$ cat config.mk
export PLATFORM = sky130hd
export DESIGN_NAME = ttm_datapath
export DESIGN_NICKNAME = d
export VERILOG_FILES = /design/src/sv/ttm_pkg.sv /design/src/sv/ttm_datapath.sv
export SDC_FILE = /design/constraint.sdc
export NUM_CORES = 2
export LEC_CHECK = 0
export BUFFER_PORTS_ARGS = -buffer_cell sky130_fd_sc_hd__buf_2
export CORE_UTILIZATION = 57
export DETAILED_ROUTE_END_ITERATION = 6
export HOLD_SLACK_MARGIN = 0.06
export PLACE_DENSITY = 0.76
export SYNTH_ARGS = -nofsm -noshare
export SYNTH_HDL_FRONTEND = slang
export SYNTH_SLANG_ARGS = --single-unit
$ cat constraint.sdc
create_clock -name clk_i -period 8.96 [get_ports clk_i]
set_clock_uncertainty 0.05 [all_clocks]
set_input_delay 0.448 -clock clk_i [delete_from_list [all_inputs] [get_ports clk_i]]
set_output_delay 0.448 -clock clk_i [all_outputs]
set_load 0.02 [all_outputs]
$ cat src/sv/ttm_pkg.sv
// shared types, codes and helpers of the timer table manager
package ttm_pkg;

  localparam int unsigned SlotsDef = 16;
  localparam logic [31:0] WindowRst = 32'd3600000;

  localparam logic [2:0] REQ_ADD     = 3'd0;
  localparam logic [2:0] REQ_CANCEL  = 3'd1;
  localparam logic [2:0] REQ_REFRESH = 3'd2;
  localparam logic [2:0] REQ_RESET   = 3'd3;
  localparam logic [2:0] REQ_QUERY   = 3'd4;
  localparam logic [2:0] REQ_EXPIRE  = 3'd5;

  localparam logic [1:0] ST_OK    = 2'd0;
  localparam logic [1:0] ST_INACT = 2'd1;
  localparam logic [1:0] ST_FULL  = 2'd2;

  typedef enum logic [3:0] {
    CMD_NONE,
    CMD_LOAD,
    CMD_SCAN,
    CMD_ADD_WR,
    CMD_CANCEL,
    CMD_REFRESH,
    CMD_RST_START,
    CMD_RST_WR,
    CMD_FRONT_RES,
    CMD_QUERY_RES,
    CMD_ROLL,
    CMD_PICK_INIT,
    CMD_EMIT,
    CMD_PLAIN
  } cmd_e;

  typedef enum logic [2:0] {
    SC_ADD,
    SC_FRONT,
    SC_MIN,
    SC_DUE,
    SC_PICK
  } scan_e;

  typedef struct packed {
    cmd_e       cmd;
    scan_e      mode;
    logic [1:0] status;
  } ttm_cmd_t;

  typedef struct packed {
    logic [2:0] req;
    logic       scan_last;
    logic       rst_noop;
    logic       rst_go;
    logic       any_now;
    logic       due_any;
    logic       due_more;
  } ttm_stat_t;

  // start + period, held at all ones on overflow
  function automatic logic [63:0] sat_add(input logic [63:0] a, input logic [31:0] b);
    logic [64:0] s;
    s = {1'b0, a} + {33'b0, b};
    return s[64] ? '1 : s[63:0];
  endfunction

endpackage

$ cat src/sv/ttm_datapath.sv
// slot storage, scan accumulators and result registers
module ttm_datapath #(
  parameter int unsigned SLOTS = ttm_pkg::SlotsDef
) (
  input  logic               clk_i,
  input  logic               rst_ni,
  input  logic [2:0]         req_type_i,
  input  logic [63:0]        now_ms_i,
  input  logic [3:0]         timer_id_i,
  input  logic [31:0]        period_ms_i,
  input  logic               recurring_i,
  input  logic               restart_now_i,
  input  logic               cfg_we_i,
  input  logic [31:0]        cfg_data_i,
  input  ttm_pkg::ttm_cmd_t  cmd_i,
  output ttm_pkg::ttm_stat_t stat_o,
  output logic [3:0]         slot_id_o,
  output logic [1:0]         status_o,
  output logic               earliest_o,
  output logic [63:0]        delay_ms_o,
  output logic               any_active_o,
  output logic               last_o
);
  import ttm_pkg::*;

  localparam int unsigned IdxW = (SLOTS > 1) ? $clog2(SLOTS) : 1;

  logic [SLOTS-1:0] active_q, due_q, cancel_sel, due_rest;
  logic [63:0]      dl_q [SLOTS];
  logic [31:0]      pd_q [SLOTS];
  logic             rc_q [SLOTS];

  logic [2:0]  req_q;
  logic [63:0] now_q, tgt_q, best_q, start_q, last_seen_q;
  logic [3:0]  id_q;
  logic [31:0] per_q, window_q;
  logic        rec_q, fromnow_q, pending_q, rollover_q;
  logic [IdxW-1:0] idx_q, best_idx_q, free_idx_q, tgt_idx_q;
  logic        found_q, free_found_q, earlier_q, any_after_q;

  logic [3:0]  slot_q;
  logic [1:0]  status_q;
  logic        front_q, any_q, last_q;
  logic [63:0] delay_q;

  logic [IdxW-1:0] id_idx, rd_idx;
  logic        id_ok, e_act, e_rc, lt_tgt, eq_tgt, lt_best, le_now, e_due, front;
  logic [63:0] e_dl;
  logic [31:0] e_pd;

  assign id_idx = IdxW'(id_q);
  assign id_ok  = (32'(id_q) < SLOTS);

  always_comb begin
    priority case (cmd_i.cmd)
      CMD_SCAN: rd_idx = idx_q;
      CMD_EMIT: rd_idx = best_idx_q;
      default:  rd_idx = id_idx;
    endcase
  end

  assign e_act   = active_q[rd_idx];
  assign e_dl    = dl_q[rd_idx];
  assign e_pd    = pd_q[rd_idx];
  assign e_rc    = rc_q[rd_idx];
  assign lt_tgt  = (e_dl < tgt_q);
  assign eq_tgt  = (e_dl == tgt_q);
  assign lt_best = (e_dl < best_q);
  assign le_now  = (e_dl <= now_q);
  assign e_due   = e_act && (rollover_q || le_now);
  assign front   = !earlier_q && !pending_q;

  always_comb begin
    for (int i = 0; i < SLOTS; i++) begin
      cancel_sel[i] = id_ok && (IdxW'(i) == id_idx);
      due_rest[i]   = due_q[i] && (IdxW'(i) != best_idx_q);
    end
  end

  assign stat_o.req       = req_q;
  assign stat_o.scan_last = (idx_q == IdxW'(SLOTS - 1));
  assign stat_o.rst_noop  = (per_q == (id_ok ? e_pd : 32'd0)) && !fromnow_q;
  assign stat_o.rst_go    = id_ok && e_act;
  assign stat_o.any_now   = |active_q;
  assign stat_o.due_any   = |due_q;
  assign stat_o.due_more  = |due_rest;

  // control state
  always_ff @(posedge clk_i or negedge rst_ni) begin
    if (!rst_ni) begin
      active_q    <= '0;
      due_q       <= '0;
      pending_q   <= 1'b0;
      last_seen_q <= '0;
      window_q    <= WindowRst;
    end else begin
      if (cfg_we_i) window_q <= cfg_data_i;
      unique case (cmd_i.cmd)
        CMD_SCAN: begin
          if (cmd_i.mode == SC_DUE) due_q[idx_q] <= e_due;
        end
        CMD_ADD_WR: begin
          if (free_found_q) begin
            active_q[free_idx_q] <= 1'b1;
            if (front) pending_q <= 1'b1;
          end
        end
        CMD_CANCEL: begin
          active_q <= active_q & ~(cancel_sel & active_q);
        end
        CMD_FRONT_RES: begin
          if (front) pending_q <= 1'b1;
        end
        CMD_QUERY_RES: pending_q <= 1'b0;
        CMD_ROLL: last_seen_q <= now_q;
        CMD_EMIT: begin
          due_q[best_idx_q] <= 1'b0;
          if (!e_rc) active_q[best_idx_q] <= 1'b0;
        end
        default: ;
      endcase
    end
  end

  // payload: request copy, slot entries, scan accumulators, results
  always_ff @(posedge clk_i) begin
    unique case (cmd_i.cmd)
      CMD_LOAD: begin
        req_q        <= req_type_i;
        now_q        <= now_ms_i;
        id_q         <= timer_id_i;
        per_q        <= period_ms_i;
        rec_q        <= recurring_i;
        fromnow_q    <= restart_now_i;
        tgt_q        <= sat_add(now_ms_i, period_ms_i);
        idx_q        <= '0;
        found_q      <= 1'b0;
        free_found_q <= 1'b0;
        earlier_q    <= 1'b0;
      end
      CMD_SCAN: begin
        idx_q <= idx_q + 1'b1;
        unique case (cmd_i.mode)
          SC_ADD: begin
            if (!e_act) begin
              if (!free_found_q) begin
                free_found_q <= 1'b1;
                free_idx_q   <= idx_q;
              end
            end else if (free_found_q ? lt_tgt : (lt_tgt || eq_tgt)) begin
              earlier_q <= 1'b1;
            end
          end
          SC_FRONT: begin
            if (e_act && idx_q != tgt_idx_q && (lt_tgt || (eq_tgt && idx_q < tgt_idx_q)))
              earlier_q <= 1'b1;
          end
          SC_MIN: begin
            if (e_act && (!found_q || lt_best)) begin
              best_q  <= e_dl;
              found_q <= 1'b1;
            end
          end
          SC_DUE: begin
            if (e_act && !(e_due && !e_rc)) any_after_q <= 1'b1;
          end
          SC_PICK: begin
            if (due_q[idx_q] && (!found_q || lt_best)) begin
              best_q     <= e_dl;
              best_idx_q <= idx_q;
              found_q    <= 1'b1;
            end
          end
          default: ;
        endcase
      end
      CMD_ADD_WR: begin
        delay_q <= '0;
        any_q   <= 1'b1;
        last_q  <= 1'b1;
        if (free_found_q) begin
          dl_q[free_idx_q] <= tgt_q;
          pd_q[free_idx_q] <= per_q;
          rc_q[free_idx_q] <= rec_q;
          slot_q   <= 4'(free_idx_q);
          status_q <= ST_OK;
          front_q  <= front;
        end else begin
          slot_q   <= '0;
          status_q <= ST_FULL;
          front_q  <= 1'b0;
        end
      end
      CMD_CANCEL: begin
        slot_q   <= id_q;
        status_q <= stat_o.rst_go ? ST_OK : ST_INACT;
        front_q  <= 1'b0;
        delay_q  <= '0;
        any_q    <= |(active_q & ~cancel_sel);
        last_q   <= 1'b1;
      end
      CMD_REFRESH: begin
        if (stat_o.rst_go) dl_q[rd_idx] <= sat_add(now_q, e_pd);
        slot_q   <= id_q;
        status_q <= stat_o.rst_go ? ST_OK : ST_INACT;
        front_q  <= 1'b0;
        delay_q  <= '0;
        any_q    <= |active_q;
        last_q   <= 1'b1;
      end
      CMD_RST_START: begin
        // measured from now on a restart, else from the previous start, clamped at zero
        if (fromnow_q)          start_q <= now_q;
        else if (e_dl >= 64'(e_pd)) start_q <= e_dl - 64'(e_pd);
        else                    start_q <= '0;
        tgt_idx_q <= id_idx;
      end
      CMD_RST_WR: begin
        tgt_q        <= sat_add(start_q, per_q);
        dl_q[rd_idx] <= sat_add(start_q, per_q);
        pd_q[rd_idx] <= per_q;
        idx_q        <= '0;
        earlier_q    <= 1'b0;
      end
      CMD_FRONT_RES: begin
        slot_q   <= id_q;
        status_q <= ST_OK;
        front_q  <= front;
        delay_q  <= '0;
        any_q    <= |active_q;
        last_q   <= 1'b1;
      end
      CMD_QUERY_RES: begin
        slot_q   <= '0;
        status_q <= ST_OK;
        front_q  <= 1'b0;
        if (!found_q)           delay_q <= '1;
        else if (now_q >= best_q) delay_q <= '0;
        else                    delay_q <= best_q - now_q;
        any_q    <= |active_q;
        last_q   <= 1'b1;
      end
      CMD_ROLL: begin
        rollover_q  <= (now_q < last_seen_q) &&
                       ((last_seen_q - now_q) > 64'(window_q));
        any_after_q <= 1'b0;
        idx_q       <= '0;
      end
      CMD_PICK_INIT: begin
        idx_q   <= '0;
        found_q <= 1'b0;
      end
      CMD_EMIT: begin
        if (e_rc) dl_q[rd_idx] <= sat_add(now_q, e_pd);
        slot_q   <= 4'(best_idx_q);
        status_q <= ST_OK;
        front_q  <= 1'b0;
        delay_q  <= '0;
        any_q    <= any_after_q;
        last_q   <= !(|due_rest);
        idx_q    <= '0;
        found_q  <= 1'b0;
      end
      CMD_PLAIN: begin
        slot_q   <= (req_q == REQ_RESET) ? id_q : 4'd0;
        status_q <= cmd_i.status;
        front_q  <= 1'b0;
        delay_q  <= '0;
        any_q    <= |active_q;
        last_q   <= 1'b1;
      end
      default: ;
    endcase
  end

  assign slot_id_o    = slot_q;
  assign status_o     = status_q;
  assign earliest_o   = front_q;
  assign delay_ms_o   = delay_q;
  assign any_active_o = any_q;
  assign last_o       = last_q;

endmodule

Word level (Yosys, flattened, before mapping):

Memories as Yosys holds them, arrays and structs flattened.
Index checks and enable logic that the tools add are counted.

* $add $sub $neg: 7
* magnitude comparators: 15
* eq/ne operators: 67
* muxes and demuxes: 78
* bitwise logic cells: 13
* reduce and logical (&&, ||, !) cells: 86

Operators by type and width (number)
* 64-bit two-way mux: 12
* 64-bit case mux with 2 select lines: 3
* 64-bit by 32-bit adder with 65-bit output: 3
* 64-bit < comparator: 3
* 64-bit subtractor: 2
* 16-bit bitwise AND: 5
* 64-bit equality test: 1
* 64-bit by 32-bit greater-or-equal comparator with 1-bit output: 1
* 64-bit greater-or-equal comparator: 1
* 64-bit by 32-bit > comparator with 1-bit output: 1
* 64-bit <= comparator: 1
* 16-bit OR reduction: 4
* 64-bit OR reduction: 1
* 64-bit by 32-bit subtractor with 64-bit output: 1
* 16-bit two-way mux: 3
* 16-bit inverter: 3
* 16-bit case mux with 3 select lines: 1
* 32-bit equality test: 1
* 4-bit equality test (first input constant): 8
* 1-bit two-way mux: 32
* 32-bit two-way mux: 1
* 4-bit inequality test (first input constant): 8
* 16-bit case mux with 2 select lines: 1
* 32-bit OR reduction: 1
* 54 further kinds: 168

* bits in registers: 520
* RAM bits: 1552
* input bits: 149
* output and inout bits: 82
* word-level logic and storage cells: 298
* memories: 3

Memories
* dl_q: depth 16, bits a word 64, read ports 1, clocked after memory_dff 0, wr ports 1, RTL line ttm_datapath.sv:29 `logic [63:0] dl_q [SLOTS];`
* pd_q: depth 16, bits a word 32, read ports 1, clocked after memory_dff 0, wr ports 1, RTL line ttm_datapath.sv:30 `logic [31:0] pd_q [SLOTS];`
* rc_q: depth 16, bits a word 1, read ports 1, clocked after memory_dff 0, wr ports 1, RTL line ttm_datapath.sv:31 `logic rc_q [SLOTS];`

Longest topological paths before layout:

An unclocked memory read counts as a cell.

* depth after elaboration: 12
* gate-level depth with buffers: 37
* gate-level depth less buffers: 27

Least setup slack after synthesis:

OpenSTA, ideal clock, no wires.

* path kind: input to register
* from: input port cmd_i[8] (netlist bit)
* to: register found_q (enable)
* setup time: 0.307 ns
* data arrival time: 9.490 ns
* required time: 8.603 ns
* setup slack: -0.887 ns
* stages: 33
* path buffers: 12
* path through: buf_2 > or3b_1 > a21oi_2 > o21a_1 > buf_2 > buf_2 > buf_2 > buf_2 > buf_2 > buf_2 > buf_2 > buf_2 > buf_2 > buf_2 > buf_1 > nand2_1 > a311oi_1 > a311oi_1 > a31oi_1 > ha_1 > a21o_1 > a21o_1 > a21o_1 > a21o_1 > a21o_1 > a21oi_1 > nor2b_1 > o21ai_0 > a31oi_1 > o21a_1 > a211o_1 > a21oi_1 > nand2b_1

* word-level cells in the longest chain between the ends: 8
* elaborated cells between the ends (all ways): 18
* those cells by class: 1 x order compare; 7 x eq/ne; 3 x mux; 6 x reduce/logical; 1 x memory

RTL lines
* from (decl): RTL line ttm_datapath.sv:15 `input ttm_pkg::ttm_cmd_t cmd_i,`
* 4-bit equality test or 4-bit by 2-bit equality test with 1-bit output (tied branches): RTL line ttm_datapath.sv:55 `priority case (cmd_i.cmd)`
* 4-bit case mux with 2 select lines *: RTL line ttm_datapath.sv:55
* memory read 16 x 64 bit *
* net e_dl[17]: RTL line ttm_datapath.sv:48 `logic [63:0] e_dl;`
* 64-bit < comparator *: RTL line ttm_datapath.sv:68 `assign lt_best = (e_dl < best_q);`
* 1-bit logical OR *: RTL line ttm_datapath.sv:159, ttm_datapath.sv:168
* 1-bit logical AND, on equally long branches: RTL line ttm_datapath.sv:168, ttm_datapath.sv:159
* 3-bit inequality test (no line)
* 4-bit AND reduction (no line) *
* to (signal assigned): RTL line ttm_datapath.sv:137 `found_q <= 1'b0;`
* to (signal assigned): RTL line ttm_datapath.sv:161 `found_q <= 1'b1;`
* to (signal assigned): RTL line ttm_datapath.sv:171 `found_q <= 1'b1;`
* to (decl): RTL line ttm_datapath.sv:39 `logic found_q, free_found_q, earlier_q, any_after_q;`

The timed path passes the listed nets; every way through them passes the cells marked *. The select of a mux whose other input is x is not followed.
A chain may end at the register's enable or synchronous reset.

Final worst setup path:

* from: register id_q[0] (netlist: id_idx[0])
* to: memory dl_q[4][50], data pin

* word-level cells in the longest chain between the ends: 10
* elaborated cells between the ends (all ways): 19
* those cells by class: 1 x add/sub; 13 x mux; 2 x bitwise; 1 x reduce/logical; 2 x memory

RTL lines
* from (decl): RTL line ttm_datapath.sv:35 `logic [3:0] id_q;`
* from (signal assigned): RTL line ttm_datapath.sv:131 `id_q <= timer_id_i;`
* 4-bit case mux with 2 select lines *: RTL line ttm_datapath.sv:55
* branches (longest 8 deep; another with 64-bit by 32-bit adder with 65-bit output)
* 64-bit two-way mux (no line) *
* to (decl): RTL line ttm_datapath.sv:29

Every way passes the cells marked *. The select of a mux whose other input is x is not followed.

==> results.py <==
metrics = {
    "status": {
        "status": "finished, violations left",
        "violations": "DRC",
    },
    "finish": {
        "multiInputGateArea_um2": 40630,
        "regArea_um2": 61590,
        "nFillCells": 13780,
        "final_util_pct": 65.11,
        "nets": 10500,
        "drive_gt1_share_pct": 10.65,
        "final_cells": 12510,
        "syn_to_final_growth_pct": 13.27,
    },
    "run": {
        "maxCapViolations": 0,
    },
    "route": {
        "ant_nets": 0,
        "wl_per_cell_um": 28.19,
        "vias_per_cell": 6.533,
        "drc": 3,
        "drt_iter0_markers": 11550,
        "drt-total-wl_mm": 352.6,
        "first_pass_iters": 7,
        "via_count": 81730,
    },
    "synthesis": {
        "ys_top_cells_by_area": "edfxtp_1, nand2_1, ha_1, nand3_1, dfrtp_1",
        "synthCells": 9460,
        "synth.avg_cell_area_um2": 11.15,
        "synth_top_cells_by_count": "edfxtp_1, nand2_1, nand3_1, a21oi_1, ha_1",
        "synth.most_common_cell": "edfxtp_1",
        "synth_top_area_share_pct": 55.32,
        "async_reset_ff_share_pct": 6.226,
        "synth_area_um2": 105500,
        "synthDistinctLibCells": 97,
        "yosysTopAreaCell": "edfxtp_1",
        "synth_top_family_by_area": "simple AND/OR/NAND/NOR gates",
        "synthMuxAreaShare_pct": 1.361,
        "synth_fa_ha_area_share_pct": 5.891,
        "synth_xor_area_share_pct": 3.023,
        "ys_seq_elements": 2072,
        "synthFlopType": "edfxtp_1",
        "synth_compound_area_share_pct": 12.62,
        "synth_simple_gate_area_share_pct": 15.06,
        "ys_seq_area_share_pct": 58.39,
        "synth_edf_count": 1943,
        "synth_fp_nets": 10100,
        "yosys_warnings": 0,
    },
    "clock_network": {
        "cts_root_buf": "clkbuf_16",
        "cts_tree": "built",
        "clk_pin_slew_ns": 0.06,
        "post_cts_buffers": 0,
        "h-tree-depth": 4,
        "cts_buffers": 211,
        "clock_path_buffers": 3,
        "clkLatencyLatePin_ns": 0.91,
        "cts_sinks": 2072,
    },
    "timing": {
        "worstMarginPinSlew_ns": 1.383,
        "final-hold-violation-count": 0,
        "setup_tns_ns": 0,
        "period_minus_slack_ns": 7.826,
        "slew_viol_final": 0,
        "relSlewSlack_pct": 6.815,
        "max_freq_mhz": 127.8,
        "rsz0062_at_grt": "false",
        "worst_hold_slack_ns": 0.1387,
        "fin_crit_sh_pct": 87.34,
        "finalSetupViolCount": 0,
    },
    "pwr": {
        "switching_share_pct": 28.10,
        "p_int_uw": 17460,
        "pwr-share-clk_pct": 37.1,
        "seqPwrFrac_pct": 45.2,
        "leakagePower_uw": 0.04547,
        "power_density_nw_per_um2": 203.3,
        "p_total_uw": 24280,
        "pwr-share-comb_pct": 17.7,
        "switchingPower_uw": 6823,
        "peakVddDrop_mv": 0.2131,
    },
    "setup_path": {
        "crit_type": "flip-flop to flip-flop",
        "crit_path_end_kind": "flip-flop",
        "cpLargestDelayFamily": "compound AO/OA/AOI/OAI gates",
        "critical_path.max_stage_delay_ns": 0.89,
        "rr_worst_depth": 27,
        "crit_cells": 27,
        "path_max_fanout": 22,
        "r2r_slack_ns": 1.13,
        "critPathBufInv": 6,
        "required_ns": 9.63,
        "worstReg2RegEnd": "dl_q[4][50]$_DFFE_PP_",
        "cp_common_cell": "buf_4",
        "worstPathArrival_ns": 8.50,
        "startpoint_type": "flip-flop",
        "crit_slowest_cell": "o21ai_4",
        "timing.rr.start": "id_idx[0]$_DFFE_PP_",
    },
    "placed_design": {
        "dp_hpwl_mm": 238.6,
        "port_buffers": 230,
        "place_congestion": 1.013,
        "dp_cells": 11970,
    },
    "die": {
        "core_um2": 183500,
        "die_h_um": 432.2,
        "num_rows": 157,
        "die_area_um2": 186800,
        "die_w_um": 432.2,
        "start_util_pct": 57.49,
        "io-pin-count": 231,
    },
    "global_route": {
        "grt_use_met1_pct": 51.80,
        "grtUsageTotal_pct": 37.25,
        "grt_start_max_net_pins": 161,
        "grt_most_used_layer": "met2",
        "overflow": 0,
        "use_met2_pct": 56.27,
        "met3_usage_pct": 7.757,
        "antenna_found_initial": 20,
        "grt_pass1_wl_mm": 511.1,
        "grt_pass1_vias": 78590,
    },
    "hold_path": {
        "hp-class": "input port to async pin",
    },
}
cells in the final DEF, fill, tap and decap left out, types with 30 or more instances in the layout:
master         netlist  layout
nand3_1            721     721
o21bai_1            49      46
a21o_1             213     213
o21ai_0            398     378
o22ai_1             55      43
o31ai_1             51      48
xnor2_1            235     235
nor3_1              76      74
nor4_1              49      46
clkbuf_1           297      38
inv_1              395     394
mux2i_1             68      68
buf_12               0      46
o21a_1              61      57
nor2_1             310     310
a311oi_1           151     151
and2_1              31      30
clkinv_1             0      35
a21oi_1            519     513
a31oi_1            100      97
edfxtp_1          1943    1943
xor2_1             129     129
dfrtp_1            118     118
clkinv_2             0      44
and3_1             139     139
buf_4               25     282
nand4_1            149     149
a31o_2              32      32
nor2b_1             83      83
clkbuf_16            0     211
o211ai_1            94      94
buf_2              128     229
nand2_1           1736    1734
nand2b_1            88      88
ha_1               487     487
a211oi_1            34      34
dlygate4sd3_1        0     140
layout make-up:
type                            count  area share, %
Tap cell                         2464          2.581
Clock inverter                    139          1.289
Inverter                          398          1.254
Multi-Input combinational cell   6473          34.01
Clock buffer                      255          4.608
Sequential cell                  2072          51.55
Antenna cell                       12        0.02514
Timing Repair Buffer              698          4.685
worst register-to-register path, stage by stage (launching register included):
cell      delay (ns)
edfxtp_1        0.70
inv_2           0.22
o21ai_4         0.89
buf_4           0.48
nand2_1         0.10
and3_1          0.19
a311oi_1        0.24
a311oi_1        0.08
a31oi_1         0.22
buf_4           0.20
ha_1            0.20
inv_1           0.07
fa_1            0.43
nor2b_1         0.13
o21a_1          0.14
o21ai_0         0.11
a21oi_1         0.30
nor2_1          0.12
a21o_1          0.21
o211ai_1        0.48
a31oi_1         0.27
nor2_1          0.22
buf_4           0.20
a31oi_2         0.12
nand2_1         0.47
o22ai_1         0.17
nor2_1          0.40
buf_4           0.29
power groups by stage:
stage                     registers [µW]  logic (µW)  clock network (µW)
final                              11000        4300                9010
after global routing               11000        4610                9440
after CTS                          11000        4190                9070
after detailed placement           11200        4110                   0
after global placement             11200        4050                   0
after floorplan                    11200        2610                   0
per-layer routing:
| layer | vias to the layer above | share of wire, % |
|---|---|---|
| met4 | 2 | 4.9 |
| met5 | - | 0.0051 |
| met3 | 888 | 12 |
| met1 | 39890 | 39 |
| met2 | 5067 | 44 |
| li1 | 35880 | - |
cell families after synthesis:
family	count (synthesis)
DFF	2072
AOI/OAI and AO/OA	2020
xor gates and xnor gates	364
and+or+nand+nor	3489
adders and majority gates	493
buffers and inverters	915
muxes	107
per-stage QoR:
step           worst slack, ns  instance area, µm²
2_1_floorplan           0.1187              105500
3_3_place_gp             1.056              111000
3_5_place_dp             1.083              111000
4_1_cts                  1.357              119400
5_1_grt                 0.8390              119400
6_report                 1.134              119500
worst max-delay path by stage:
stage,from,slack [ns],endpoint
6_report,id_idx[0]$_DFFE_PP_,1.13,dl_q[4][50]$_DFFE_PP_
2_1_floorplan,cmd_i[8],0.12,dl_q[6][0]$_DFFE_PP_
3_5_place_dp,cmd_i[5],1.08,best_q[8]$_DFFE_PP_
5_1_grt,id_idx[0]$_DFFE_PP_,0.84,dl_q[10][59]$_DFFE_PP_
4_1_cts,id_idx[0]$_DFFE_PP_,1.36,best_q[16]$_DFFE_PP_
3_3_place_gp,cmd_i[5],1.06,best_q[10]$_DFFE_PP_
what timing repair did:
action,CTS,global route
resized for setup,0,0
endpoints found under the hold margin,244,0
hold buffers,140,0
sequential cells by signal (all words and copies together) (netlist names), 64 cells and up:
signal and flops:
pd_q 512, start_q 64, now_q 64, best_q 64, dl_q 1024, last_seen_q 64
tgt_q 64, delay_ms_o 64
Power figures use the tool's default switching activity.
