===== config.mk =====
export PLATFORM = sky130hd
export DESIGN_NAME = ttm_ctrl
export DESIGN_NICKNAME = d
export VERILOG_FILES = /design/src/sv/ttm_pkg.sv /design/src/sv/ttm_ctrl.sv
export SDC_FILE = /design/constraint.sdc
export NUM_CORES = 1
export LEC_CHECK = 0
export BUFFER_PORTS_ARGS = -buffer_cell sky130_fd_sc_hd__clkbuf_2
export CAP_MARGIN = 20
export CELL_PAD_IN_SITES_DETAIL_PLACEMENT = 0
export CELL_PAD_IN_SITES_GLOBAL_PLACEMENT = 1
export CORE_MARGIN = 8
export CORE_UTILIZATION = 36
export CTS_CLUSTER_DIAMETER = 80
export DETAILED_ROUTE_END_ITERATION = 7
export GPL_ROUTABILITY_DRIVEN = 0
export PLACE_DENSITY = 0.86
export SLEW_MARGIN = 10
export SYNTH_ARGS = -nofsm -noshare
export SYNTH_HDL_FRONTEND = slang
export SYNTH_SLANG_ARGS = --single-unit

===== constraint.sdc =====
create_clock -name clk_i -period 4.7 [get_ports clk_i]
set_input_delay 0.705 -clock clk_i [delete_from_list [all_inputs] [get_ports clk_i]]
set_output_delay 0.705 -clock clk_i [all_outputs]
set_load 0.01 [all_outputs]

===== src/sv/ttm_pkg.sv =====
// shared types, codes and helpers of the timer table manager
package ttm_pkg;

  localparam int unsigned SlotsDef = 16;
  localparam logic [31:0] WindowRst = 32'd3600000;

  localparam logic [2:0] REQ_ADD     = 3'd0;
  localparam logic [2:0] REQ_CANCEL  = 3'd1;
  localparam logic [2:0] REQ_REFRESH = 3'd2;
  localparam logic [2:0] REQ_RESET   = 3'd3;
  localparam logic [2:0] REQ_QUERY   = 3'd4;
  localparam logic [2:0] REQ_EXPIRE  = 3'd5;

  localparam logic [1:0] ST_OK    = 2'd0;
  localparam logic [1:0] ST_INACT = 2'd1;
  localparam logic [1:0] ST_FULL  = 2'd2;

  typedef enum logic [3:0] {
    CMD_NONE,
    CMD_LOAD,
    CMD_SCAN,
    CMD_ADD_WR,
    CMD_CANCEL,
    CMD_REFRESH,
    CMD_RST_START,
    CMD_RST_WR,
    CMD_FRONT_RES,
    CMD_QUERY_RES,
    CMD_ROLL,
    CMD_PICK_INIT,
    CMD_EMIT,
    CMD_PLAIN
  } cmd_e;

  typedef enum logic [2:0] {
    SC_ADD,
    SC_FRONT,
    SC_MIN,
    SC_DUE,
    SC_PICK
  } scan_e;

  typedef struct packed {
    cmd_e       cmd;
    scan_e      mode;
    logic [1:0] status;
  } ttm_cmd_t;

  typedef struct packed {
    logic [2:0] req;
    logic       scan_last;
    logic       rst_noop;
    logic       rst_go;
    logic       any_now;
    logic       due_any;
    logic       due_more;
  } ttm_stat_t;

  // start + period, held at all ones on overflow
  function automatic logic [63:0] sat_add(input logic [63:0] a, input logic [31:0] b);
    logic [64:0] s;
    s = {1'b0, a} + {33'b0, b};
    return s[64] ? '1 : s[63:0];
  endfunction

endpackage


===== src/sv/ttm_ctrl.sv =====
// sequencer of the timer table manager
module ttm_ctrl (
  input  logic              clk_i,
  input  logic              rst_ni,
  input  logic              start,
  output logic              busy,
  output logic              done_o,
  output ttm_pkg::ttm_cmd_t cmd_o,
  input  ttm_pkg::ttm_stat_t stat_i
);
  import ttm_pkg::*;

  typedef enum logic [4:0] {
    S_IDLE, S_DISPATCH, S_ADD_SCAN, S_ADD_WR, S_CANCEL, S_REFRESH,
    S_RST_CHK, S_RST_WR, S_FRONT_SCAN, S_FRONT_RES, S_Q_SCAN, S_Q_RES,
    S_EXP_CHK, S_DUE_SCAN, S_EXP_DEC, S_PICK_SCAN, S_EMIT, S_PLAIN
  } state_e;

  state_e state_q, state_d;
  logic   done_q, done_d;
  logic [1:0] plain_st;

  assign busy   = (state_q != S_IDLE);
  assign done_o = done_q;

  always_comb begin
    state_d       = state_q;
    done_d        = 1'b0;
    cmd_o.cmd     = CMD_NONE;
    cmd_o.mode    = SC_ADD;
    cmd_o.status  = ST_OK;
    plain_st      = ST_OK;
    unique case (state_q)
      S_IDLE: begin
        if (start) begin
          cmd_o.cmd = CMD_LOAD;
          state_d   = S_DISPATCH;
        end
      end
      S_DISPATCH: begin
        priority case (stat_i.req)
          REQ_ADD:     state_d = S_ADD_SCAN;
          REQ_CANCEL:  state_d = S_CANCEL;
          REQ_REFRESH: state_d = S_REFRESH;
          REQ_RESET:   state_d = S_RST_CHK;
          REQ_QUERY:   state_d = S_Q_SCAN;
          REQ_EXPIRE:  state_d = S_EXP_CHK;
          default:     state_d = S_PLAIN;
        endcase
      end
      S_ADD_SCAN: begin
        cmd_o.cmd  = CMD_SCAN;
        cmd_o.mode = SC_ADD;
        if (stat_i.scan_last) state_d = S_ADD_WR;
      end
      S_ADD_WR: begin
        cmd_o.cmd = CMD_ADD_WR;
        done_d    = 1'b1;
        state_d   = S_IDLE;
      end
      S_CANCEL: begin
        cmd_o.cmd = CMD_CANCEL;
        done_d    = 1'b1;
        state_d   = S_IDLE;
      end
      S_REFRESH: begin
        cmd_o.cmd = CMD_REFRESH;
        done_d    = 1'b1;
        state_d   = S_IDLE;
      end
      S_RST_CHK: begin
        if (!stat_i.rst_noop && stat_i.rst_go) begin
          cmd_o.cmd = CMD_RST_START;
          state_d   = S_RST_WR;
        end else begin
          plain_st     = stat_i.rst_noop ? ST_OK : ST_INACT;
          cmd_o.cmd    = CMD_PLAIN;
          cmd_o.status = plain_st;
          done_d       = 1'b1;
          state_d      = S_IDLE;
        end
      end
      S_RST_WR: begin
        cmd_o.cmd = CMD_RST_WR;
        state_d   = S_FRONT_SCAN;
      end
      S_FRONT_SCAN: begin
        cmd_o.cmd  = CMD_SCAN;
        cmd_o.mode = SC_FRONT;
        if (stat_i.scan_last) state_d = S_FRONT_RES;
      end
      S_FRONT_RES: begin
        cmd_o.cmd = CMD_FRONT_RES;
        done_d    = 1'b1;
        state_d   = S_IDLE;
      end
      S_Q_SCAN: begin
        cmd_o.cmd  = CMD_SCAN;
        cmd_o.mode = SC_MIN;
        if (stat_i.scan_last) state_d = S_Q_RES;
      end
      S_Q_RES: begin
        cmd_o.cmd = CMD_QUERY_RES;
        done_d    = 1'b1;
        state_d   = S_IDLE;
      end
      S_EXP_CHK: begin
        // an empty table gives no beat and keeps the last seen time
        if (stat_i.any_now) begin
          cmd_o.cmd = CMD_ROLL;
          state_d   = S_DUE_SCAN;
        end else begin
          state_d = S_IDLE;
        end
      end
      S_DUE_SCAN: begin
        cmd_o.cmd  = CMD_SCAN;
        cmd_o.mode = SC_DUE;
        if (stat_i.scan_last) state_d = S_EXP_DEC;
      end
      S_EXP_DEC: begin
        if (stat_i.due_any) begin
          cmd_o.cmd = CMD_PICK_INIT;
          state_d   = S_PICK_SCAN;
        end else begin
          state_d = S_IDLE;
        end
      end
      S_PICK_SCAN: begin
        cmd_o.cmd  = CMD_SCAN;
        cmd_o.mode = SC_PICK;
        if (stat_i.scan_last) state_d = S_EMIT;
      end
      S_EMIT: begin
        cmd_o.cmd = CMD_EMIT;
        done_d    = 1'b1;
        state_d   = stat_i.due_more ? S_PICK_SCAN : S_IDLE;
      end
      S_PLAIN: begin
        cmd_o.cmd = CMD_PLAIN;
        done_d    = 1'b1;
        state_d   = S_IDLE;
      end
      default: state_d = S_IDLE;
    endcase
  end

  always_ff @(posedge clk_i or negedge rst_ni) begin
    if (!rst_ni) begin
      state_q <= S_IDLE;
      done_q  <= 1'b0;
    end else begin
      state_q <= state_d;
      done_q  <= done_d;
    end
  end

endmodule


=== After elaboration in Yosys (flattened, before gate mapping) ===
Index checks and enable logic that the tools add are counted.

* Flip-flop bits (word level): 6
* Input bits: 12
* Output and inout port bits: 11
* Word-level logic and storage cells: 61

* Equality and inequality tests: 28
* Mux-type cells: 23
* Reduce and logical (&&, ||, !) cells: 8

{| class="wikitable"
|+ Operators with widths
! cell !! count
|-
| $pmux W5 S12 || 1
|-
| $pmux W4 S13 || 1
|-
| $eq A5 B4 Y1 const B || 8
|-
| $mux W5 || 6
|-
| $pmux W5 S6 || 1
|-
| $mux W4 || 6
|-
| $eq A5 B3 Y1 const B || 4
|-
| $ne A2 B2 Y1 const B || 6
|-
| $pmux W3 S4 || 1
|-
| $eq A5 B2 Y1 const B || 2
|-
| $eq A5 B5 Y1 const B || 2
|-
| $reduce_or A7 Y1 || 1
|-
| $eq A3 B2 Y1 const B || 2
|-
| $eq A3 B3 Y1 const B || 2
|-
| $reduce_and A6 Y1 || 1
|-
| $eq A5 B1 Y1 const B || 1
|-
| $logic_not A5 Y1 || 1
|-
| $mux W1 || 5
|-
| $reduce_bool A5 Y1 || 1
|-
| $reduce_or A5 Y1 || 1
|-
| $eq A3 B1 Y1 const B || 1
|-
| $logic_not A3 Y1 || 1
|-
| $mux W3 || 1
|-
| $pmux W1 S2 || 1
|-
| other kinds (2) || 2
|}

=== Logic depth before layout (Yosys ltp) ===
Gate-level depths: netlist (run 1).

* Depth in word-level cells: 4
* Mapped depth: 7
* Depth with buffers taken out: 5

=== Worst setup path before layout (run 1) ===
OpenSTA, ideal clock, no wires.

* Path kind: input to output
* Start point: input stat_i[4] (netlist bit)
* End point: output cmd_o[5] (netlist bit)
* Data arrival time: 1.423 ns
* Data required time: 3.995 ns
* Slack: 2.572 ns
* Stages: 5
* Buffers on the path: 0
* Cell sequence: nand2b_1 a21o_1 a22o_1 nand2_1 o211ai_1

{| class="wikitable"
|+ RTL lines
! item !! RTL line !! source
|-
| start: declaration || ttm_ctrl.sv:9 || <nowiki>input ttm_pkg::ttm_stat_t stat_i</nowiki>
|-
| end: declaration || ttm_ctrl.sv:8 || <nowiki>output ttm_pkg::ttm_cmd_t cmd_o,</nowiki>
|}

==> impl_metrics.ini, run 1 <==
[logic_synthesis]
yosysSeqAreaShare_pct = 20.4
synth.area.top_cells = dfrtp_1 20%, nor2_1 6.6%, nand2_1 6.1%, nand2b_1 4.3%, a21oi_1 4.1%
synth_cell_types = 38
synth_top_cell_by_area = dfrtp_1
mappedNetlistNets = 123
synth_flop_cell = dfrtp_1
synth-edff-count = 0
synthesis.area_um2 = 734
synth_seq_cells = 6
avgSynthCellArea_um2 = 6.62
synth_common_cells = 13 x nor2_1, 12 x nand2_1
synth_cells = 111
yosysTopAreaCellShare_pct = 20.4
ys_warn_count = 0
async_flop_share_pct = 100
synth.most_common_cell = nor2_1

[setup_path]
path_class = flop to output port
critPathCaptureType = output port
slowest_delay_ps = 730
crit_required_ps = 3990
arrival_ps = 1870
cp-startpoint = state_q[1]$_DFFE_PN0P_
crit_chain = inv_1 > nor4b_1 > a21oi_1 > o21ai_0 > clkbuf_2
start_kind = flop
crit_slowest_cell = dfrtp_1
crit_fanout = 19
timing.rr.start = state_q[1]$_DFFE_PN0P_

[clock_tree]
cts.htree.levels = 1
cts_tree = built
clk_latency_ps = 240
clock-sinks = 6
clkTransAtPathRegs_ps = 40
root_buffer = clkbuf_4
cts_buffer_depth = 2
cts_repair_resize_count = 0
cts_buffers = 3
post_cts_buffers = 0
hold_buffers = 0

[sta]
finClkSkew_ps = 1.54
finalMaxSlewViolations = 0
whs_ps = 284
setup_tns_ps = 0
setup_slack_ps = 2130
min_period_ps = 2570
tightest_slew_ps = 619
finalSetupViolations = 0
fmax_ghz = 0.389
finalHoldViolations = 0
rsz0062_at_grt = no
max_slew_margin_pct = 58.7
period_share_pct = 54.7

[placement]
port-buffer-count = 21
post-place-ws_ps = 2310
dp_hpwl_um = 1590

[layout]
drive_gt1_share_pct = 21.4
num_antenna_cells = 0
fillers = 217
syn_to_final_growth_pct = 14.8
nets = 140

[route]
drt_first_pass_iters = 4
wire_per_inst_um = 13.5
drc = 0
routed_via_density = 5.52
ant_nets = 0
drt-initial-drc-count = 19
routed_wirelength_um = 2070
num_vias = 845

[run_status]
status = finished clean

[floorplan]
die_x_um = 61.2
rows = 16
core_um2 = 1940
io_pins = 23
die_h_um = 61.2
dieArea_um2 = 3740
initial_utilization_pct = 37.8

[grt]
grt_pass1_wl_um = 3350
grt_max_degree = 22
grt_usage_pct = 11.5
grt_overflow = 0
antenna_found_initial = 0
grt_pass1_vias = 750

[run]
max-cap-violations = 0

[pwr]
p_leak_nw = 0.391
max-vdd-ir-drop_mv = 0.348
p_per_area_nw_per_um2 = 594

[min_path]
worst_hold_path_type = primary input to asynchronous set/reset pin
[cell families after synthesis]
family | Yosys count | share of synthesized area [%]
AND/OR/NAND/NOR | 54 | 36.8
AO/OA/AOI/OAI | 34 | 30.7
buffers and inverters | 15 | 10.2
flip-flops | 6 | 20.4
multiplexers | 1 | 1.36
other | 1 | 0.511
[layout by cell type, fill, tap and decap left out, types with 4 or more instances in the layout]
| cell type | instances |
|---|---|
| a21oi_1 | 6 |
| a31oi_1 | 4 |
| clkbuf_2 | 21 |
| dfrtp_1 | 6 |
| inv_1 | 6 |
| nand2_1 | 12 |
| nand2b_1 | 5 |
| nand3_1 | 6 |
| nor2_1 | 13 |
| nor3_1 | 6 |
| o21ai_0 | 6 |
| o21ai_1 | 4 |
[flip-flops by register name (all words and copies together) (netlist names)]
register / count
state_q: 5
done_o: 1
[through the flow]
stage,utilization [%],total power (W),instances,cell area (um^2)
2_1_floorplan,-,0.000379,111,734
3_3_place_gp,42.3,0.000452,150,821
3_5_place_dp,42.3,0.000454,150,821
4_1_cts,43.4,0.000502,153,843
5_1_grt,43.4,0.000548,153,843
6_report,43.4,0.000501,153,843
[worst max-delay path: cells and delay by family (launching register included)]
kind / cells / cell delay, ps
compound gates: 2 / 260
simple gates: 1 / 270
buf+inv: 2 / 350
flops: 1 / 730
[where the power goes]
group | switching [W] | leakage (nW) | internal [W]
clock | 0.0000173 | 0.0138 | 0.0000288
combinational | 0.000170 | 0.297 | 0.000144
sequential | 0.0000711 | 0.0801 | 0.0000692
total | 0.000259 | 0.391 | 0.000242
[layout make-up]
| class | instances | area (um^2) | share of cell area [%] |
|---|---|---|---|
| Inverter | 6 | 22.5 | 2.67 |
| Timing Repair Buffer | 21 | 105 | 12.5 |
| Sequential cell | 6 | 150 | 17.8 |
| Multi-Input combinational cell | 90 | 509 | 60.4 |
| Clock buffer | 3 | 22.5 | 2.67 |
| Tap cell | 27 | 33.8 | 4.01 |
[path summary, 6_finish.rpt]
check	to	slack (ps)	cells past startpoint
max in group asynchronous	state_q[3]$_DFFE_PN0P_	4260	1
setup reg to reg	state_q[3]$_DFFE_PN0P_	2680	5
setup / recovery	cmd_o[8]	2130	5
min in group clk_i	state_q[4]$_DFFE_PN0P_	770	3
hold / removal	done_o$_DFF_PN0_	280	1
hold reg to reg	state_q[3]$_DFFE_PN0P_	790	2
[layer usage]
layer	wire (um)	vias to the layer above	track usage, %
li1	-	428	-
met1	939	392	15.5
met4	0	0	1.99
met5	0	-	0
met3	154	0	3.34
met2	980	25	17.5
No activity file was read; power rests on OpenSTA's default activity.
==> run 2, diff against run 1 <==
ABC_AREA = 1   (was default)
CORE_UTILIZATION = 32   (was 36)
PLACE_DENSITY = 0.8   (was 0.86)
clock period = 2.41 ns   (was 4.7 ns; I/O delays follow)
==> run 2 against run 1 <==
Sequential share of layout area is 1.0 points lower. Utilization shrank 3.0 points. First-iteration DRC count grew 63%. Register-to-register slack worse by 1800 ps. Routed wire length up 6.2%.
==> impl_metrics.ini, run 2 <==
[run_status]
status = finished clean

[pwr]
power_frac_comb_pct = 68.6
switching_share_pct = 56.6
power.total_w = 0.000965
p_per_area_nw_per_um2 = 1080
max-vdd-ir-drop_mv = 0.466
p_leak_nw = 0.555
p_int_w = 0.000419
p_sw_w = 0.000547
pwr-share-clk_pct = 9.1
seqPwrFrac_pct = 22.3

[floorplan]
core_um2 = 2210
dieArea_um2 = 4140
initial_utilization_pct = 33.8
rows = 17
io_pins = 23
die_h_um = 64.3
die_x_um = 64.3

[logic_synthesis]
async_flop_share_pct = 100
synth_top_cell_by_area = nand2_1
synthesis.area_um2 = 747
yosysSeqAreaShare_pct = 20.1
synth.most_common_cell = nand2_1
yosysTopAreaCellShare_pct = 21.1
synth_seq_cells = 6
synth_cell_types = 20
avgSynthCellArea_um2 = 5.66
synth_common_cells = 42 x nand2_1, 21 x inv_1, 17 x nor2_1
mappedNetlistNets = 144
synth_cells = 132
synth-edff-count = 0
ys_warn_count = 0
synth_flop_cell = dfrtp_1
synth.area.top_cells = nand2_1 21%, dfrtp_1 20%, inv_1 11%, nor2_1 8.5%, nand3_1 8.0%

[layout]
nets = 168
largest_reg_flops = 5
num_antenna_cells = 0
final_cell_mix = 42 x nand2_1, 21 x inv_1, 21 x clkbuf_2, 17 x nor2_1, 12 x nand3_1
drive_gt1_share_pct = 22.1
top_register = state_q
syn_to_final_growth_pct = 19.6
final_common_cell = nand2_1

[setup_path]
start_kind = flop
r2r_slack_ps = 870
timing.rr.start = state_q[4]$_DFFE_PN0P_
crit_required_ps = 2050
rr_worst_depth = 9
arrival_ps = 1720
crit_fanout = 11
crit_slowest_cell = dfrtp_1
crit_chain = inv_1 > nand3_1 > inv_1 > nand2_1 > o21ai_0 > a21oi_1 > nand4_1 > clkbuf_2
reg2reg_to = state_q[2]$_DFFE_PN0P_
slowest_delay_ps = 440
crit_top_cell = inv_1
critPathCaptureType = output port
path_class = flop to output port

[min_path]
hold_path_depth = 3
whs_endpoint = state_q[4]$_DFFE_PN0P_
worstHoldStart = stat_i[7]
worst_hold_path_type = primary input to flop

[clock_tree]
clock-sinks = 6
cts_buffers = 3
root_buffer = clkbuf_4
cts_buffer_depth = 2
cts.htree.levels = 1
clkTransAtPathRegs_ps = 40
clk_latency_ps = 240
cts_tree = built

[route]
routed_via_density = 4.93
routed_wirelength_um = 2200
drt-initial-drc-count = 31
drt_first_pass_iters = 4
drc = 0
ant_nets = 0
wire_per_inst_um = 12.1
num_vias = 898

[run]
max-cap-violations = 0

[grt]
antenna_found_initial = 0
grt_max_degree = 12
grt_overflow = 0
grt_pass1_wl_um = 3810
grt_pass1_vias = 902
grt_usage_pct = 10.9

[sta]
whs_ps = 413
finClkSkew_ps = 6.21
finalSetupViolations = 0
finalHoldViolations = 0
finalMaxSlewViolations = 0
setup_tns_ps = 0
min_period_ps = 2080
fmax_ghz = 0.481
rsz0062_at_grt = no
period_share_pct = 86.2

[placement]
port-buffer-count = 21
dp_hpwl_um = 1870
==> run 2: cell types whose count changed after synthesis, moves of 4 or more <==
cell,delta
o21ai_1,-4
inv_1,+15
nor3_1,-5
nand4_1,+6
nand3_1,+6
a31oi_1,-4
nor2_1,+4
nand2b_1,-5
nand2_1,+30
==> run 2: cell families (layout without fill, tap and decap cells) <==
logic type,count (synthesis),after routing,synth area share (%)
AO/OA/AOI/OAI,12,12,9.05
buffers and inverters,25,47,15.1
flip-flops,6,6,20.1
other,1,1,0.502
AND/OR/NAND/NOR,88,88,55.3
==> run 2: how the worst max path moves through the flow <==
| stage | startpoint | endpoint | slack [ps] | depth (start not counted) |
|---|---|---|---|---|
| final | state_q[4]$_DFFE_PN0P_ | cmd_o[5] | 330 | 8 |
| after global routing | state_q[4]$_DFFE_PN0P_ | cmd_o[5] | 140 | 8 |
| after CTS | state_q[4]$_DFFE_PN0P_ | cmd_o[5] | 340 | 8 |
| after detailed placement | state_q[4]$_DFFE_PN0P_ | cmd_o[5] | 610 | 8 |
| after global placement | state_q[2]$_DFFE_PN0P_ | cmd_o[0] | 650 | 5 |
| after floorplan | state_q[3]$_DFFE_PN0P_ | cmd_o[0] | 910 | 4 |
==> run 2: power by group through the flow <==
stage	clock [W]	combinational, W	sequential (W)
2_1_floorplan	0	0.000515	0.000169
3_3_place_gp	0	0.000658	0.000215
3_5_place_dp	0	0.000654	0.000214
4_1_cts	0.0000912	0.000659	0.000213
5_1_grt	0.0000934	0.000742	0.000222
6_report	0.0000877	0.000662	0.000215
==> run 2: timing repair <==
| action | 4_1_cts | 5_1_grt |
|---|---|---|
| resized for setup | 0 | 0 |
| buffers inserted | 0 | 0 |
| endpoints found under the hold margin | 6 | 0 |
| hold buffers | 1 | 0 |
==> run 2: final cells by class <==
class                      count  area (um^2)
clock buffer                   3         22.5
fill                         252         1320
inverter                      21         78.8
multi-input combinational    101          484
sequential                     6          150
tap                           28         35.0
timing repair buffer          23          123
==> run 2: worst max-delay path, delay by kind of cell, from the launching register on <==
kind,cells,cell delay [ps]
buffers and inverters,3,530
AOI/OAI and AO/OA,2,180
and+or+nand+nor,3,340
DFF,1,440
==> run 2: stage by stage <==
| step | setup slack (ps) | instance area, um^2 | utilization [%] | cells |
|---|---|---|---|---|
| global placement | 652 | 861 | 38.9 | 178 |
| global route | 140 | 893 | 40.4 | 182 |
| floorplan | 911 | 747 | - | 132 |
| finish | 333 | 893 | 40.4 | 182 |
| detailed placement | 610 | 861 | 38.9 | 178 |
| CTS | 340 | 893 | 40.4 | 182 |
==> run 2: layer usage <==
metal	wire length, um	global-route usage, %
met4	35	5.18
met3	149	2.09
met1	1030	13.8
met2	982	17.4
met5	0	0
==> run 3, diff against run 2 <==
PLACE_DENSITY = default   (was 0.8)
PLACE_DENSITY_LB_ADDON = 0.12   (was default)
==> run 3 against run 2 <==
Final cell count decreased by 0.55%. Via count shrank 3.1%. Total power down 1.0%. Fmax decreased by 1.4%. Clock-buffer cell count did not move. Die area unchanged. Setup slack lost 29 ps. First-iteration DRC count up 13%. Sequential power grew 2%. Register-to-register slack got worse by 20 ps. Non-clock buffer count fell by 1.
==> impl_metrics.ini, run 3 (synthesized netlist as in run 2, its figures left out) <==
[run_status]
status = finished clean

[setup_path]
critical_path.top_delay_family = buffers and inverters
r2r_slack_ps = 850
reg2reg_to = state_q[3]$_DFFE_PN0P_
cp-startpoint = state_q[4]$_DFFE_PN0P_
crit_fanout = 11
start_kind = flop
crit_required_ps = 2050
crit_slowest_cell = dfrtp_1
arrival_ps = 1740
worst-path-buf-inv = 3
critPathCaptureType = output port
rr_worst_depth = 9
crit_chain = inv_1 > nand3_1 > inv_1 > nand2_1 > o21ai_0 > a21oi_1 > nand4_1 > clkbuf_2
path_class = flop to output port
slowest_delay_ps = 450
timing.rr.start = state_q[4]$_DFFE_PN0P_
crit_top_cell = inv_1
path_depth = 8

[layout]
final_common_cell = nand2_1
top_register = state_q
nets = 167
final_cell_mix = 42 x nand2_1, 21 x inv_1, 21 x clkbuf_2, 17 x nor2_1, 12 x nand3_1
fillers = 272
largest_reg_flops = 5
syn_to_final_growth_pct = 18.6
num_antenna_cells = 0
drive_gt1_share_pct = 21.6

[sta]
min_period_ps = 2110
fmax_ghz = 0.475
setup_slack_ps = 304
period_share_pct = 87.4
finalHoldViolations = 0
setup_tns_ps = 0
finClkSkew_ps = 8.68
finalMaxSlewViolations = 0
finalSetupViolations = 0
rsz0062_at_grt = no

[min_path]
worst_hold_path_type = primary input to flop
whs_endpoint = state_q[4]$_DFFE_PN0P_
hold_path_depth = 3
worstHoldStart = stat_i[7]

[pwr]
max-vdd-ir-drop_mv = 0.624
p_leak_nw = 0.550
p_per_area_nw_per_um2 = 1080

[route]
drt_first_pass_iters = 4
ant_nets = 0
drc = 0
num_vias = 870
routed_via_density = 4.81
routed_wirelength_um = 2220
wire_per_inst_um = 12.3
drt-initial-drc-count = 35

[grt]
grt_overflow = 0
grt_pass1_wl_um = 3720
antenna_found_initial = 0
grt_pass1_vias = 839
grt_max_degree = 12
grt_usage_pct = 10.9

[floorplan]
io_pins = 23
core_um2 = 2210
dieArea_um2 = 4140
rows = 17
die_h_um = 64.3
initial_utilization_pct = 33.8
die_x_um = 64.3

[clock_tree]
cts.htree.levels = 1
root_buffer = clkbuf_4
cts_buffers = 3
clkTransAtPathRegs_ps = 50
cts_buffer_depth = 2
cts_tree = built
clk_latency_ps = 250
post_cts_buffers = 0
clock-sinks = 6

[placement]
post-place-ws_ps = 572
dp_hpwl_um = 1890
port-buffer-count = 21

[run]
max-cap-violations = 0
==> run 3: layer usage <==
metal  GRT usage (%)  wire, um
met1            13.3      1030
met2            17.6      1060
met3            2.96        94
met4            4.09        38
met5               0         0
==> run 3: cell type report <==
cell class | count | area, um^2 | share of cell area, %
clock buffer | 3 | 22.5 | 2.54
timing repair buffer | 22 | 115 | 13.0
tap | 28 | 35.0 | 3.95
inverter | 21 | 78.8 | 8.90
multi-input combinational | 101 | 484 | 54.7
sequential | 6 | 150 | 16.9
==> run 3: per-stage QoR <==
stage,cell area [um^2],cells,hold WS [ps],total power (W),utilization (%)
global placement,853,177,190,0.000873,38.6
finish,886,181,412,0.000955,40.0
detailed placement,853,177,190,0.000870,38.6
floorplan,747,132,65.9,0.000685,-
CTS,886,181,415,0.000969,40.0
global route,886,181,416,0.00106,40.0
==> run 3: worst register-to-register path, stage by stage, from the launching register on <==
cell     delay, ps
dfrtp_1        450
inv_1          220
nand3_1        160
inv_1           70
nand2_1        130
nand2_1         70
nor2_1         140
nand3_1         90
nand2_1         70
nand2_1         50
==> run 3: how the worst max path moves through the flow <==
stage	slack (ps)	end
2_1_floorplan	910	cmd_o[0]
5_1_grt	120	cmd_o[5]
6_report	300	cmd_o[5]
4_1_cts	300	cmd_o[5]
3_5_place_dp	570	cmd_o[5]
3_3_place_gp	650	cmd_o[5]
==> run 3: where the power goes <==
group	internal, W	switching [W]
clock	0.0000564	0.0000378
sequential	0.000139	0.0000808
combinational	0.000218	0.000423
==> run 3: repair_timing <==
action | 4_1_cts | 5_1_grt
endpoints found under the hold margin | 6 | 0
gates resized for setup | 0 | 0
hold buffers | 1 | 0
